[src/rtl/lomb_ram.sv]
// ----------------------------------------------------------------------------
// lomb_ram
// Generic single write port, single read port RAM with registered read.
// ----------------------------------------------------------------------------
module lomb_ram #(
  parameter int WIDTH = 32,
  parameter int DEPTH = 16
) (
  input  logic                     clk,
  input  logic                     we,
  input  logic [$clog2(DEPTH)-1:0] waddr,
  input  logic [WIDTH-1:0]         wdata,
  input  logic [$clog2(DEPTH)-1:0] raddr,
  output logic [WIDTH-1:0]         rdata
);

  logic [WIDTH-1:0] mem [DEPTH];

  always_ff @(posedge clk) begin
    if (we) begin
      mem[waddr] <= wdata;
    end
    rdata <= mem[raddr];
  end

endmodule

[config.mk]
export PLATFORM = sky130hd
export DESIGN_NAME = lomb_ram
export DESIGN_NICKNAME = d
export VERILOG_FILES = /design/src/rtl/lomb_ram.sv
export SDC_FILE = /design/constraint.sdc
export NUM_CORES = 1
export LEC_CHECK = 0
export ABC_AREA = 1
export BUFFER_PORTS_ARGS = -buffer_cell sky130_fd_sc_hd__buf_2
export CORE_UTILIZATION = 30
export CTS_CLUSTER_DIAMETER = 80
export DETAILED_ROUTE_END_ITERATION = 7
export PLACE_DENSITY = 0.53
export SLEW_MARGIN = 10
export SYNTH_ARGS = -nofsm -noshare
export SYNTH_HDL_FRONTEND = slang
export SYNTH_SLANG_ARGS = --single-unit
export TNS_END_PERCENT = 50
[constraint.sdc]
create_clock -name clk -period 2.7 [get_ports clk]
set_clock_uncertainty 0.1 [all_clocks]
set_input_delay 0.135 -clock clk [delete_from_list [all_inputs] [get_ports clk]]
set_output_delay 0.135 -clock clk [all_outputs]
set_load 0.02 [all_outputs]
==> impl_summary.log <==
[metrics] outcome: finished, final reports clean
[metrics] total die area: 76900 um^2
[metrics] synthesized flop and latch total: 544
[metrics] number of cells on the critical path: 1
[metrics] power density normalized to cell area: 702 nW/um^2
[metrics] Setup TNS Final: 0 ns
[metrics] port bufs: 73
[metrics] Reg2Reg Capture Point: rdata[27]$_DFF_P_
[metrics] CP endpoint: rdata[10]
[metrics] post-synthesis net count: 2162
[metrics] post-synthesis sequential area ratio: 70.5%
[metrics] kind of start point of the critical path: flip-flop
[metrics] Req. time, crit path: 2.47 ns
[metrics] Max clock buf depth: 3
[metrics] number of warning messages in the yosys log: 0
[metrics] setup violation total in the final timing report: 0
[metrics] chain of cells forming the critical path: buf_2
[metrics] vias in the first global route: 14659
[metrics] Post-Syn Instances: 2120
[metrics] Slew @ Worst Pin: 0.953 ns
[metrics] data arrival time of the critical path: 1.26 ns
[metrics] number of antenna repair diodes: 0
[metrics] DP Cell Count: 3104
[metrics] number of post-CTS setup repair buffers: 0
[metrics] MaxCap Viol Count: 0
[metrics] Max H-tree Level: 2
[metrics] capturing element type of the critical path: output port
[metrics] Area Overhead vs Synth: 16.5%
[metrics] area taken by multi-input logic gates: 4670 um^2
[metrics] fill cell count: 7385
[metrics] count of clock tree sinks: 544
[metrics] Wirelength per Cell: 18.0 um
[metrics] Pint: 0.0144 W
[metrics] number of hold-slack violations in the final timing report: 0
[metrics] remaining global-route overflow: 0
[metrics] flip-flop and latch area: 16000 um^2
[metrics] via count: 14563
[metrics] distinct cell type count of the synthesized netlist: 15
[metrics] buffering stage count on the worst path with inverters included: 1
[metrics] beginning of the critical path: rdata[10]$_DFF_P_
[metrics] cell at the slowest stage of the critical path: dfxtp_1
[metrics] initial standard-cell utilization of the core: 30.4%
[metrics] antenna violations before repair: 1
[metrics] Setup CP Type: flip-flop to output port
[metrics] Final GP Congestion: 0.769
[metrics] most frequent cells in the layout: nand2_1 (677), edfxtp_1 (512), inv_1 (386)
[metrics] netlist area before placement: 22700 um^2
[metrics] fraction of layout cells with a size suffix above 1: 9.67%
[metrics] worst-path fanout max: 1
[metrics] Worst slew margin: 36.4%
[metrics] drc violations: 0
[metrics] worst ir drop on vdd: 0.558 mV
[metrics] fin cells: 3245
[metrics] type of the most critical hold path: input pin to flip-flop
[metrics] Cell Rows: 100
[metrics] largest net degree at the start of global routing: 129
[metrics] Clk pin slew, worst setup/hold paths: 0.06 ns
[metrics] Std-Cell Core Area: 74700 um^2
[metrics] share of total power in sequential cells: 51.1%
[metrics] clock latency at the later pin of the worst-skew pair: 0.62 ns
[metrics] TritonCTS clock tree: done
[metrics] Die Height: 277 um
[metrics] Routed Wire Length: 58400 um
[metrics] final count of pins violating max slew: 0
[metrics] commonest non-fill, non-tap cell in the layout: nand2_1
[metrics] Max Fclk: 668 MHz
[metrics] routed vias/inst: 4.49
[metrics] chip width: 277 um
[metrics] share of power burned in the clock network: 42.2%
[metrics] number of detailed-routing iterations run before antenna repair: 5
[metrics] source of the worst hold timing path: raddr[0]
[metrics] global-route wire length before repair: 89200 um
[metrics] synthesized area per cell: 10.7 um^2
[metrics] Root Driver: clkbuf_16
[metrics] Antenna Nets Post-Route: 0
[metrics] Final HPWL DP: 31900 um
[metrics] flop-to-flop setup slack: 1.47 ns
[metrics] Gate power share: 6.7%
[metrics] setup repair after global routing missed its margin: false
[metrics] depth of the most critical reg-to-reg path: 6
[metrics] aggregate global-route resource usage: 15.2%
[metrics] post-layout min period: 1.50 ns
[metrics] Post-layout nets: 2270
[metrics] Tcrit/Tclk final: 55.5%
[metrics] reg2reg start: mem[13][27]$_DFFE_PP_
[metrics] ports placed on the boundary: 74
[metrics] static leakage: 11.1 nW
[metrics] Inserted Clock Buffers: 58
[metrics] cell family with the largest share of critical-path delay: flip-flops
[metrics] Worst path max stage delay: 0.44 ns
[metrics] switching power: 0.00420 W
[metrics] switching part of the total power: 22.6%
[metrics] Iter 0 DRT Violations: 1171
-- worst register-to-register path, stage by stage, from the launching register on --
cell and delay (ns):
edfxtp_1 0.36, inv_1 0.06, nand2_1 0.05, nand3_1 0.18
nand3_1 0.10, nand3_1 0.12, nand2_1 0.13
-- logic make-up (layout without fill, tap and decap cells) --
| family | count (synthesis) | after routing | synth area share (%) |
|---|---|---|---|
| buffers and inverters | 495 | 651 | 9.54 |
| and+or+nand+nor | 1081 | 1081 | 20.0 |
| DFF | 544 | 544 | 70.5 |
-- final cells by class --
| cell class | count | area share (%) |
|---|---|---|
| tap | 969 | 4.58 |
| sequential | 544 | 60.5 |
| clock inverter | 29 | 1.18 |
| clock buffer | 79 | 5.85 |
| timing repair buffer | 153 | 4.72 |
| multi-input combinational | 1081 | 17.6 |
| inverter | 390 | 5.56 |
-- worst min-delay path by stage --
stage | end | depth (start not counted)
after floorplan | mem[0][0]$_DFFE_PP_ | 0
after global placement | mem[7][28]$_DFFE_PP_ | 1
after detailed placement | mem[7][28]$_DFFE_PP_ | 1
after CTS | rdata[19]$_DFF_P_ | 7
after global routing | rdata[20]$_DFF_P_ | 4
final | rdata[19]$_DFF_P_ | 7
-- power groups by stage --
stage / registers [W] / clock network, W / logic (W)
detailed placement: 0.00968 / 0 / 0.00122
finish: 0.00950 / 0.00785 / 0.00124
global route: 0.00952 / 0.00832 / 0.00138
global placement: 0.00968 / 0 / 0.00121
CTS: 0.00951 / 0.00804 / 0.00126
floorplan: 0.00973 / 0 / 0.000644
-- cells in the mapped netlist (all sizes together) --
cell / count / area [um^2]
clkbuf: 14 / 52.6
nor2: 17 / 63.8
inv: 390 / 1470
nand3: 385 / 1930
nand3b: 2 / 15.0
dfxtp: 32 / 641
buf: 91 / 649
edfxtp: 512 / 15400
nand2: 677 / 2540
-- metrics by stage --
| step | power [W] | hold WS (ns) | utilization [%] | cell area [um^2] | setup slack (ns) |
|---|---|---|---|---|---|
| 2_1_floorplan | 0.0104 | 0.134 | - | 22700 | 0.472 |
| 3_3_place_gp | 0.0109 | 0.443 | 32.5 | 24300 | 0.688 |
| 3_5_place_dp | 0.0109 | 0.449 | 32.5 | 24300 | 0.611 |
| 4_1_cts | 0.0188 | 0.0521 | 35.4 | 26500 | 1.17 |
| 5_1_grt | 0.0192 | 0.105 | 35.4 | 26500 | 1.17 |
| 6_report | 0.0186 | 0.0759 | 35.4 | 26500 | 1.20 |
-- per-layer routing --
| layer | part of all wire, % | track usage, % | routed length, um | vias to the layer above |
|---|---|---|---|---|
| met5 | 0.022 | 0 | 13 | - |
| met1 | 45 | 21.0 | 26500 | 7067 |
| met3 | 5.8 | 2.64 | 3370 | 74 |
| met4 | 2.0 | 3.70 | 1180 | 2 |
| met2 | 47 | 24.8 | 27300 | 354 |
| li1 | - | - | - | 7066 |
-- state kept, by name, indices dropped and copies added, names as in the netlist --
name	flops
mem	512
rdata	32
-- timing repair --
item	4_1_cts	5_1_grt
gates resized for setup	0	0
hold endpoints to repair	516	0
hold buffers	33	0
No activity file was read; power rests on OpenSTA's default activity.
